[src/hdl/rcm_pkg.sv]
`default_nettype none

package rcm_pkg;

    // Image size limit and histogram geometry
    localparam int unsigned MaxPixels = 4096;
    localparam int unsigned NumBins   = 256;
    localparam int unsigned BinW      = 8;
    localparam int unsigned TotalW    = 13;

    // Sequencer states
    typedef enum logic [2:0] {
        ST_CLEAR,
        ST_IDLE,
        ST_READ,
        ST_WRITE,
        ST_SWEEP,
        ST_DRAIN,
        ST_HOLD
    } t_state;

    // Controls from the sequencer to each histogram memory
    typedef struct packed {
        logic            pix_ld;   // capture the pixel byte of an accepted request
        logic            sweep;    // address from the sweep counter
        logic            wr_inc;   // write back bin + 1
        logic            wr_zero;  // write zero to the swept bin
        logic            acc_clr;  // clear running sum and median
        logic            acc_en;   // read data of a search sweep is valid
        logic [BinW-1:0] addr;     // sweep address
        logic [BinW-1:0] addr_d;   // sweep address of the data now on the read port
    } t_hist_ctl;

endpackage

`default_nettype wire

[src/hdl/rcm_ctrl.sv]
`default_nettype none

module rcm_ctrl #(
    parameter int unsigned MAX_PIXELS = rcm_pkg::MaxPixels,
    parameter int unsigned CNT_W      = 13
) (
    input  wire logic               i_clk,
    input  wire logic               i_rst_n,
    input  wire logic               i_valid,
    input  wire logic               i_last_pixel,
    output logic                    o_ready,
    input  wire logic               i_out_busy,
    output rcm_pkg::t_hist_ctl      o_ctl,
    output logic [CNT_W-1:0]        o_rank,
    output logic                    o_load,
    output logic [CNT_W-1:0]        o_count,
    output logic                    o_overflow
);

    localparam logic [CNT_W-1:0]         MaxCnt  = CNT_W'(MAX_PIXELS);
    localparam logic [rcm_pkg::BinW-1:0] LastBin = rcm_pkg::BinW'(rcm_pkg::NumBins - 1);

    rcm_pkg::t_state          r_state;
    rcm_pkg::t_state          n_state;
    logic [rcm_pkg::BinW-1:0] r_addr;
    logic [rcm_pkg::BinW-1:0] r_addr_d;
    logic                     r_acc_en;
    logic [CNT_W-1:0]         r_count;
    logic                     r_ovf;
    logic                     r_last;
    logic                     accept;
    logic                     counted;

    assign accept  = (r_state == rcm_pkg::ST_IDLE) && i_valid;
    assign counted = r_count < MaxCnt;

    // Next state
    always_comb begin
        n_state = r_state;
        case (r_state)
            rcm_pkg::ST_CLEAR: begin
                if (r_addr == LastBin) n_state = rcm_pkg::ST_IDLE;
            end
            rcm_pkg::ST_IDLE: begin
                if (i_valid) begin
                    if (counted)           n_state = rcm_pkg::ST_READ;
                    else if (i_last_pixel) n_state = rcm_pkg::ST_SWEEP;
                end
            end
            rcm_pkg::ST_READ:  n_state = rcm_pkg::ST_WRITE;
            rcm_pkg::ST_WRITE: n_state = r_last ? rcm_pkg::ST_SWEEP : rcm_pkg::ST_IDLE;
            rcm_pkg::ST_SWEEP: begin
                if (r_addr == LastBin) n_state = rcm_pkg::ST_DRAIN;
            end
            rcm_pkg::ST_DRAIN: n_state = rcm_pkg::ST_HOLD;
            rcm_pkg::ST_HOLD: begin
                if (!i_out_busy) n_state = rcm_pkg::ST_IDLE;
            end
            default: n_state = rcm_pkg::ST_CLEAR;
        endcase
    end

    // Outputs
    always_comb begin
        o_ready         = (r_state == rcm_pkg::ST_IDLE);
        o_ctl.pix_ld    = accept;
        o_ctl.sweep     = (r_state == rcm_pkg::ST_SWEEP) || (r_state == rcm_pkg::ST_CLEAR);
        o_ctl.wr_zero   = o_ctl.sweep;
        o_ctl.wr_inc    = (r_state == rcm_pkg::ST_WRITE);
        o_ctl.acc_clr   = (r_state == rcm_pkg::ST_IDLE);
        o_ctl.acc_en    = r_acc_en;
        o_ctl.addr      = r_addr;
        o_ctl.addr_d    = r_addr_d;
        o_load          = (r_state == rcm_pkg::ST_HOLD) && !i_out_busy;
        o_rank          = r_count >> 1;
        o_count         = r_count;
        o_overflow      = r_ovf;
    end

    // State, sweep counter and image bookkeeping
    always_ff @(posedge i_clk) begin
        if (!i_rst_n) begin
            r_state  <= rcm_pkg::ST_CLEAR;
            r_addr   <= '0;
            r_addr_d <= '0;
            r_acc_en <= 1'b0;
            r_count  <= '0;
            r_ovf    <= 1'b0;
            r_last   <= 1'b0;
        end else begin
            r_state  <= n_state;
            r_addr_d <= r_addr;
            r_acc_en <= (r_state == rcm_pkg::ST_SWEEP);
            if (o_ctl.sweep) r_addr <= r_addr + rcm_pkg::BinW'(1);
            else             r_addr <= '0;
            if (accept) begin
                r_last <= i_last_pixel;
                if (counted) r_count <= r_count + CNT_W'(1);
                else         r_ovf   <= 1'b1;
            end else if (o_load) begin
                r_count <= '0;
                r_ovf   <= 1'b0;
            end
        end
    end

endmodule

`default_nettype wire

[config.mk]
export PLATFORM = sky130hd
export DESIGN_NAME = rcm_ctrl
export DESIGN_NICKNAME = d
export VERILOG_FILES = /design/src/hdl/rcm_pkg.sv /design/src/hdl/rcm_ctrl.sv
export SDC_FILE = /design/constraint.sdc
export NUM_CORES = 1
export LEC_CHECK = 0
export BUFFER_PORTS_ARGS = -buffer_cell sky130_fd_sc_hd__buf_2
export CAP_MARGIN = 0
export CORE_UTILIZATION = 50
export CTS_CLUSTER_DIAMETER = 100
export DETAILED_ROUTE_END_ITERATION = 16
export PLACE_DENSITY = 0.89
export SLEW_MARGIN = 20
export SYNTH_ARGS = -nofsm -noshare
export SYNTH_HDL_FRONTEND = slang
export SYNTH_SLANG_ARGS = --single-unit
export TNS_END_PERCENT = 1
[constraint.sdc]
create_clock -name i_clk -period 4.65 [get_ports i_clk]
set_input_delay 1.1625 -clock i_clk [delete_from_list [all_inputs] [get_ports i_clk]]
set_output_delay 1.1625 -clock i_clk [all_outputs]
set_load 0.005 [all_outputs]
==> impl_results.md <==
- Commonest non-fill, non-tap cells in the layout: buf_2, dfxtp_1, a21oi_1, nor2_1, and2_1
- Post-synthesis adder-cell area fraction: 0.0155
- Crit share post-route: 0.640
- Worst skew pair latency: 0.35 ns
- Num CTS Buffers: 5
- ANT cells: 0
- Min-delay worst type: flip-flop to flip-flop
- FF-to-FF path depth: 5
- Setup tns final: 0 ns
- Post-Synth XOR/XNOR Area: 0.0325
- Max clock buf depth: 2
- Worst reg2reg path startpoint: r_state[0]$_SDFFE_PN0P_
- Synthesis Warnings: 0
- Ys async rst share: 0
- Synth Area in Compound Gates: 0.134
- Gr ovfl total: 0
- Std cell rows: 20
- Vias per inst: 5.18
- Hold path cells: 2
- Simple logic cell fraction of the synthesized area: 0.254
- Hold Path Sink: o_overflow$_SDFFE_PN0P_
- Post-Syn Area per Cell: 8.89 um2
- Hold Buf Count CTS: 0
- Cts repair resizes: 0
- Final hold violations: 0
- Vias in the first global route: 1132
- Num ports: 56
- Die Wd: 58.9 um
- Unrepaired setup endpoints after global routing: no
- Max cap viols: 0
- Final wirelength: 3200 um
- Final WS setup: 1.67 ns
- Slowest stage delay, CP: 0.58 ns
- CTS tree: built
- Seq. cell area: 701 um2
- Slowest CP cell: or3b_1
- Die ar.: 3470 um2
- WP data required: 3.49 ns
- ANT nets after route: 0
- VDD IR max: 0.275 mV
- TritonRoute pass-1 iters: 4
- R2r setup slk: 2.68 ns
- Mapped Area: 1620 um2
- Initial Util: 0.530
- Largest family of logic cells by synthesized area: simple AND/OR/NAND/NOR gates
- Critical path arrival: 1.81 ns
- Status: complete, no violations
- Finished Core Util: 0.613
- Cells after synthesis: 182
- Post-synthesis mux area share: 0.0124
- Share of layout cells above drive strength 1: 0.299
- Core Footprint: 3050 um2
- Commonest non-fill, non-tap cell in the layout: buf_2
- Final setup viols: 0
- Largest net degree at the start of global routing: 18
- Clock transition at path regs: 0.11 ns
- Pwr Density: 291 nW/um2
- Worst Skew: 0.0124 ns
- Critical path, cell by cell: or3b_1 -> clkinv_8 -> and2_1 -> buf_2
- Hold_ws: 0.511 ns
- Layout area overhead: 15.6%
- Synthesized flop and latch total: 35
- Slew Viols, Final: 0
- Residual DRC: 0
- Post-synth EDFFs: 0
- Iter 0 DRT Violations: 34
- Worst hold start: o_overflow$_SDFFE_PN0P_
- Setup crit end kind: primary output
- DP HPWL: 2360 um
- Initial antenna violation count: 0
- Avg WL per Cell: 12.0 um
- Syn_nets: 189
- H-tree levels: 2
- Pre-CTS setup slack: 1.75 ns
- Final nets: 230
- Clock Sinks: 35
- Delay-heaviest family, CP: simple AND/OR/NAND/NOR gates
- # fillers: 280
- Yosys cell types: 39
- Crit path buf inv count: 2
- Total track usage: 0.199
- Leakage power: 0.883 nW
- Multi-input logic area: 728 um2
- Crit Path Class: flip-flop to primary output
- First-pass GRT wire length: 5080 um
- Fin crit period: 2.98 ns
- CP Max Fanout: 9
- CTS root buf: clkbuf_4
- Post-synthesis sequential area ratio: 0.433
- F_max: 0.336 GHz
- R2R Path End: o_count[7]$_SDFFE_PN0P_
- PortBufs: 54
- Routability cong.: 0.833
- Die Ht: 58.9 um
- Vias: 1389
- Setup crit start kind: flip-flop
- Main flop type after synthesis: dfxtp_1
- Setup bufs post-CTS: 0
==> cells in the mapped netlist, types with 4 or more instances <==
library cell,number,area (um2)
a21oi_1,18,90.1
nand4_1,5,31.3
and2_1,10,62.6
dfxtp_1,35,701
and3_1,7,43.8
or4_1,4,30.0
o21ai_0,6,30.0
nand3_1,8,40.0
nor2_1,15,56.3
inv_1,4,15.0
xnor2_1,4,35.0
nand2_1,9,33.8
buf_4,17,128
==> per-layer routing <==
layer  track usage  vias up  wire length, um
li1              -      704                -
met1         0.249      643             1530
met2         0.318       37             1480
met3        0.0681        5              162
met4        0.0714        0               36
met5             0        -                0
==> flip-flops by register name, summed over array words and instances (netlist names) <==
register and cells:
o_count 13, r_addr 8, r_addr_d 8, r_state 3, o_overflow 1, r_acc_en 1, r_last 1
==> final cells by class <==
type                            instances  area share
Clock buffer                            5      0.0201
Clock inverter                          3      0.0234
Inverter                                6      0.0187
Multi-Input combinational cell        121       0.389
Sequential cell                        35       0.375
Tap cell                               44      0.0294
Timing Repair Buffer                   54       0.144
==> report_power, final <==
group	internal (mW)	switching [mW]
registers	0.303	0.00283
clock network	0.113	0.107
logic	0.00703	0.0105
total	0.423	0.120
==> worst max path at each step <==
stage	startpoint	endpoint	slack [ns]	depth (start not counted)
after floorplan	i_out_busy	o_load	2.02	3
after global placement	i_out_busy	o_load	1.76	5
after detailed placement	i_out_busy	o_load	1.75	5
after CTS	r_state[0]$_SDFFE_PN0P_	o_ctl[21]	1.67	4
after global routing	r_state[0]$_SDFFE_PN0P_	o_ctl[21]	1.58	4
final	r_state[0]$_SDFFE_PN0P_	o_ctl[21]	1.67	4
==> stage by stage <==
stage,cell area (um2),cells,total power [mW]
after floorplan,1620,182,0.322
after global routing,1870,268,0.561
final,1870,268,0.544
after global placement,1790,260,0.330
after detailed placement,1790,260,0.331
after CTS,1870,268,0.546
==> kinds of logic (layout without fill, tap and decap cells) <==
group | after synthesis | count (layout)
AOI/OAI and AO/OA | 35 | 35
xor gates and xnor gates | 6 | 6
adders and majority gates | 2 | 2
buffers and inverters | 26 | 68
DFF | 35 | 35
muxes | 2 | 2
other | 1 | 1
and+or+nand+nor | 75 | 75
==> worst register-to-register path, stage by stage, from the launching register on <==
cell and delay [ns]:
dfxtp_1 0.46, or3b_1 0.58, clkinv_8 0.11, a21oi_4 0.10, or4_1 0.49, a21oi_1 0.15
Power figures use the tool's default switching activity.
