### src/hdl/rcm_pkg.sv
`default_nettype none

package rcm_pkg;

    // Image size limit and histogram geometry
    localparam int unsigned MaxPixels = 4096;
    localparam int unsigned NumBins   = 256;
    localparam int unsigned BinW      = 8;
    localparam int unsigned TotalW    = 13;

    // Sequencer states
    typedef enum logic [2:0] {
        ST_CLEAR,
        ST_IDLE,
        ST_READ,
        ST_WRITE,
        ST_SWEEP,
        ST_DRAIN,
        ST_HOLD
    } t_state;

    // Controls from the sequencer to each histogram memory
    typedef struct packed {
        logic            pix_ld;   // capture the pixel byte of an accepted request
        logic            sweep;    // address from the sweep counter
        logic            wr_inc;   // write back bin + 1
        logic            wr_zero;  // write zero to the swept bin
        logic            acc_clr;  // clear running sum and median
        logic            acc_en;   // read data of a search sweep is valid
        logic [BinW-1:0] addr;     // sweep address
        logic [BinW-1:0] addr_d;   // sweep address of the data now on the read port
    } t_hist_ctl;

endpackage

`default_nettype wire

### src/hdl/rcm_hist.sv
`default_nettype none

module rcm_hist #(
    parameter int unsigned CNT_W = 13
) (
    input  wire logic                          i_clk,
    input  wire logic                          i_rst_n,
    input  wire rcm_pkg::t_hist_ctl            i_ctl,
    input  wire logic [rcm_pkg::BinW-1:0]      i_pix,
    input  wire logic [CNT_W-1:0]              i_rank,
    output logic      [rcm_pkg::BinW-1:0]      o_median
);

    logic [CNT_W-1:0]         mem [rcm_pkg::NumBins];
    logic [CNT_W-1:0]         r_rd;
    logic [rcm_pkg::BinW-1:0] r_pix;
    logic [rcm_pkg::BinW-1:0] addr;
    logic [CNT_W-1:0]         wdata;
    logic                     we;

    logic [CNT_W-1:0]         r_acc;
    logic [CNT_W-1:0]         n_acc;
    logic                     r_found;
    logic [rcm_pkg::BinW-1:0] r_med;

    // Pixel byte held for the read and write-back of its bin
    always_ff @(posedge i_clk) begin
        if (i_ctl.pix_ld) begin
            r_pix <= i_pix;
        end
    end

    // Address and write data selection
    always_comb begin
        addr  = i_ctl.sweep ? i_ctl.addr : (i_ctl.pix_ld ? i_pix : r_pix);
        we    = i_ctl.wr_inc | i_ctl.wr_zero;
        wdata = i_ctl.wr_zero ? '0 : r_rd + CNT_W'(1);
    end

    // Bin memory, registered read, read-before-write
    always_ff @(posedge i_clk) begin
        if (we) begin
            mem[addr] <= wdata;
        end
        r_rd <= mem[addr];
    end

    // Running sum over the sweep; first bin whose sum passes the rank
    assign n_acc = r_acc + r_rd;

    always_ff @(posedge i_clk) begin
        if (!i_rst_n || i_ctl.acc_clr) begin
            r_acc   <= '0;
            r_found <= 1'b0;
            r_med   <= '0;
        end else if (i_ctl.acc_en) begin
            r_acc <= n_acc;
            if (!r_found && (n_acc > i_rank)) begin
                r_found <= 1'b1;
                r_med   <= i_ctl.addr_d;
            end
        end
    end

    assign o_median = r_med;

endmodule

`default_nettype wire

### config.mk
export PLATFORM = sky130hd
export DESIGN_NAME = rcm_hist
export DESIGN_NICKNAME = d
export VERILOG_FILES = /design/src/hdl/rcm_pkg.sv /design/src/hdl/rcm_hist.sv
export SDC_FILE = /design/constraint.sdc
export NUM_CORES = 2
export LEC_CHECK = 0
export CORE_MARGIN = 2
export CORE_UTILIZATION = 40
export DETAILED_ROUTE_END_ITERATION = 6
export DONT_BUFFER_PORTS = 1
export PLACE_DENSITY = 0.6
export SLEW_MARGIN = 20
export SYNTH_ARGS = -nofsm -noshare
export SYNTH_HDL_FRONTEND = slang
export SYNTH_SLANG_ARGS = --single-unit
### constraint.sdc
create_clock -name i_clk -period 19.7 [get_ports i_clk]
set_clock_uncertainty 0.1 [all_clocks]
set_input_delay 1.97 -clock i_clk [delete_from_list [all_inputs] [get_ports i_clk]]
set_output_delay 1.97 -clock i_clk [all_outputs]
set_load 0.03 [all_outputs]
==> results_dict.tcl <==
set metrics [dict create \
    synth_async_sr_flop_share_pct 0 \
    post_route_cell_area_mm2 0.151 \
    synth.distinct_cells 41 \
    routed_wirelength_mm 378 \
    worstHoldPathType "reg -> reg" \
    seq_area_frac_synth_pct 74.9 \
    finalHoldViolCount 0 \
    power-per-cell-area_mw_per_mm2 111 \
    die_height_um 584 \
    cts.repair.resized 0 \
    timing.critical_path.fanout_max 103 \
    setup_viol_count_final 0 \
    detailroute.wirelength.met2_mm 175 \
    synth_edf_count 3328 \
    grt_pass1_wl_mm 548 \
    cts_hold_buffers 0 \
    maxUsedRoutingLayer "met5" \
    critPathMostFrequentCell "sky130_fd_sc_hd__buf_4" \
    placed_area_mm2 0.140 \
    dr_wl_met3_mm 33.1 \
    min_period_over_period_pct 37.0 \
    worst_ep_arrival_ns 7.98 \
    numCtsBuffers 349 \
    slew_headroom_pct 22.1 \
    synth_ff_type "sky130_fd_sc_hd__edfxtp_1" \
    worst_ep_required_time_ns 20.38 \
    drv.max_cap_violation_count 0 \
    tot_gr_track_use_pct 21.6 \
    postSynthCellCount 9937 \
    route.detailed.wl_per_inst_um 25.8 \
    synthesis.nets 10009 \
    clock_tree_from_tritoncts "done" \
    port-buffer-count 0 \
    setup.worst_path.class "in -> reg" \
    post-cts-setup-buffer-count 0 \
    htreeDepth 5 \
    via_count_of_the_first_global_routing_pass 78904 \
    status "completed" \
    power.ir.vdd_worst_v 0.0000788 \
    nets 10024 \
    crit_family "buffers and inverters" \
    number_of_antenna_violations_at_the_first_check_in_global_routing 15 \
    top_level_ports 53 \
    ys_seq_elements 3371 \
    rsz0062_at_grt "no" \
    clock_insertion_delay_worst_skew_ns 0.94 \
    critical_path.cell_chain "mux2_4, mux2i_4, buf_4, buf_4, buf_4, buf_12, nand3_1, a32oi_1, nand3_1, a22oi_1, nand2_1, a22oi_1, nand2_1" \
    postSynthAreaPerCell_um2 13.5 \
    power_leakage_nw 52.8 \
    cp-end-kind "register" \
    drive_above_1_share_pct 9.12 \
    mappedNetlistArea_mm2 0.135 \
    remaining_drc_errors 0 \
    grt_start_max_net_pins 189 \
    cts-root-buf "sky130_fd_sc_hd__clkbuf_16" \
    clk_pin_slew_worst_paths_ns 0.06 \
    die_area_mm2 0.341 \
    globalRoute.totalOverflow 0 \
    ys_warn_count 0 \
    syn_to_final_growth_pct 12.4 \
    num_vias 83117 \
    worst_slew_pin_slew_ns 1.17 \
    rows 212 \
    chipWidth_um 584 \
    route.layer.met1.wl_mm 156 \
    totalNegativeSetupSlack_ns 0 \
    finalCriticalPeriod_ns 7.30 \
    crit_path_top_delay_cell "sky130_fd_sc_hd__a22oi_1" \
    dp.final_hpwl_mm 210 \
    drtIter0Drc 10359 \
    start_util_pct 40.3 \
    clock_sink_count 3371 \
    postRouteAntennaNets 0 \
    critPathLaunchType "input port" \
    cts_buffer_depth 4 \
    gp_routability_congestion 0.855 \
    worst_path_largest_cell_delay_ns 0.90 \
    drt-vias-per-instance 5.68 \
    placeableCoreArea_mm2 0.334 \
    critical_path_buf_inv_count 4 \
    fmax_ghz 0.137 \
    firstDrtPassIters 6 \
    final_max_slew_viol_count 0 \
]
## area by class of cell
| type | instances | area (µm²) |
|---|---|---|
| Inverter | 19 | 71.3 |
| Fill cell | 29232 | 183000 |
| Clock inverter | 210 | 1970 |
| Tap cell | 4387 | 5490 |
| Timing Repair Buffer | 312 | 2590 |
| Clock buffer | 430 | 9170 |
| Sequential cell | 3371 | 101000 |
| Multi-Input combinational cell | 5899 | 31200 |
| Antenna cell | 5 | 12.5 |
## state kept, by name, summed over array words and instances (netlist names)
name / cells
mem: 3328
r_acc: 13
r_rd: 13
o_median: 8
r_pix: 8
r_found: 1
## routing by layer
metal	GRT usage [%]	vias to the layer above
li1	-	36586
met3	3.44	588
met1	30.7	42061
met5	0	-
met2	33.5	3878
met4	7.92	4
## worst reg2reg max path, stage by stage, from the launching register on
cell	delay [ns]
sky130_fd_sc_hd__dfxtp_1	0.31
sky130_fd_sc_hd__mux2_4	0.31
sky130_fd_sc_hd__mux2i_4	0.15
sky130_fd_sc_hd__buf_4	0.53
sky130_fd_sc_hd__buf_4	0.77
sky130_fd_sc_hd__buf_4	0.88
sky130_fd_sc_hd__buf_12	0.57
sky130_fd_sc_hd__nand3_1	0.26
sky130_fd_sc_hd__a32oi_1	0.48
sky130_fd_sc_hd__nand3_1	0.29
sky130_fd_sc_hd__a22oi_1	0.90
sky130_fd_sc_hd__nand2_1	0.34
sky130_fd_sc_hd__a22oi_1	0.39
sky130_fd_sc_hd__nand2_1	0.12
## power breakdown
group / internal (mW) / switching (mW)
Clock: 3.73 / 2.76
Sequential: 8.27 / 0.0522
Combinational: 0.413 / 1.54
Total: 12.4 / 4.35
## logic make-up (layout without fill, tap and decap cells)
| group | count (synthesis) | in the layout | share of synthesized area, % |
|---|---|---|---|
| and+or+nand+nor | 4189 | 4189 | 12.9 |
| DFF | 3371 | 3371 | 74.9 |
| AOI/OAI and AO/OA | 998 | 998 | 4.57 |
| buffers and inverters | 667 | 971 | 2.26 |
| muxes | 663 | 663 | 4.96 |
| adders and majority gates | 27 | 27 | 0.257 |
| xor gates and xnor gates | 22 | 22 | 0.143 |
| other | 0 | 5 | 0 |
## layout by cell type (no fill, tap or decap), types with 5 or more instances in the layout
master | Yosys | final
sky130_fd_sc_hd__nor2_4 | 0 | 16
sky130_fd_sc_hd__ha_1 | 26 | 26
sky130_fd_sc_hd__a32oi_1 | 208 | 208
sky130_fd_sc_hd__a22oi_1 | 130 | 130
sky130_fd_sc_hd__diode_2 | 0 | 5
sky130_fd_sc_hd__and3_1 | 5 | 5
sky130_fd_sc_hd__o21ai_1 | 10 | 9
sky130_fd_sc_hd__buf_4 | 18 | 294
sky130_fd_sc_hd__buf_12 | 0 | 15
sky130_fd_sc_hd__dfxtp_1 | 43 | 43
sky130_fd_sc_hd__inv_16 | 0 | 7
sky130_fd_sc_hd__clkbuf_16 | 0 | 355
sky130_fd_sc_hd__clkbuf_1 | 294 | 75
sky130_fd_sc_hd__a21o_1 | 6 | 6
sky130_fd_sc_hd__nor2b_1 | 9 | 5
sky130_fd_sc_hd__clkinv_1 | 0 | 82
sky130_fd_sc_hd__xnor2_1 | 12 | 12
sky130_fd_sc_hd__clkinvlp_4 | 0 | 10
sky130_fd_sc_hd__nor2_1 | 302 | 203
sky130_fd_sc_hd__inv_6 | 0 | 11
sky130_fd_sc_hd__nor2_2 | 0 | 83
sky130_fd_sc_hd__clkinv_2 | 0 | 63
sky130_fd_sc_hd__nand2_2 | 0 | 11
sky130_fd_sc_hd__nand3_1 | 1254 | 1254
sky130_fd_sc_hd__edfxtp_1 | 3328 | 3328
sky130_fd_sc_hd__nand2_1 | 2598 | 2582
sky130_fd_sc_hd__xor2_1 | 10 | 10
sky130_fd_sc_hd__nand2_4 | 0 | 5
sky130_fd_sc_hd__bufinv_16 | 0 | 32
sky130_fd_sc_hd__mux2_2 | 9 | 8
sky130_fd_sc_hd__mux2i_1 | 651 | 651
sky130_fd_sc_hd__a21oi_1 | 428 | 428
sky130_fd_sc_hd__o21ai_0 | 203 | 203
sky130_fd_sc_hd__inv_1 | 19 | 19
sky130_fd_sc_hd__nor3_1 | 6 | 5
## metrics by stage
step	power [mW]	utilization [%]	instances	setup slack, ns	hold slack (ns)
2_1_floorplan	9.65	-	9937	9.86	0.323
3_3_place_gp	10.4	41.9	13985	11.56	0.334
3_5_place_dp	10.4	41.9	13985	11.63	0.362
4_1_cts	16.8	45.2	14625	12.61	0.373
5_1_grt	17.2	45.3	14632	12.41	0.397
6_report	16.8	45.3	14633	12.40	0.375
## Yosys cell counts, drive strengths merged (3+ instances only)
master | number | area [µm²]
buf | 354 | 1870
nand2 | 2598 | 9750
a32oi | 208 | 1820
edfxtp | 3328 | 99900
nor2 | 302 | 1130
a21o | 6 | 45.0
dfxtp | 43 | 861
o21a | 5 | 37.5
mux2 | 11 | 131
nand3 | 1254 | 6280
nor3 | 8 | 50.1
inv | 19 | 71.3
and2 | 4 | 25.0
ha | 26 | 325
and3 | 5 | 31.3
a22oi | 130 | 976
nor2b | 9 | 56.3
mux2i | 652 | 6540
nand2b | 3 | 18.8
xnor2 | 12 | 105
xor2 | 10 | 87.6
o21ai | 213 | 1070
a21oi | 428 | 2140
clkbuf | 294 | 1100
## path summary, 6_finish.rpt
kind / to / slack [ns] / start / cells past startpoint
worst max-delay path: r_rd[1] / 12.40 / i_ctl[21] / 13
worst min-delay path: r_found / 0.37 / r_found / 2
worst max register to register: r_rd[1] / 13.15 / r_pix[1] / 13
worst min register to register: r_found / 0.37 / r_found / 2
(Power assumes the default switching activity.)
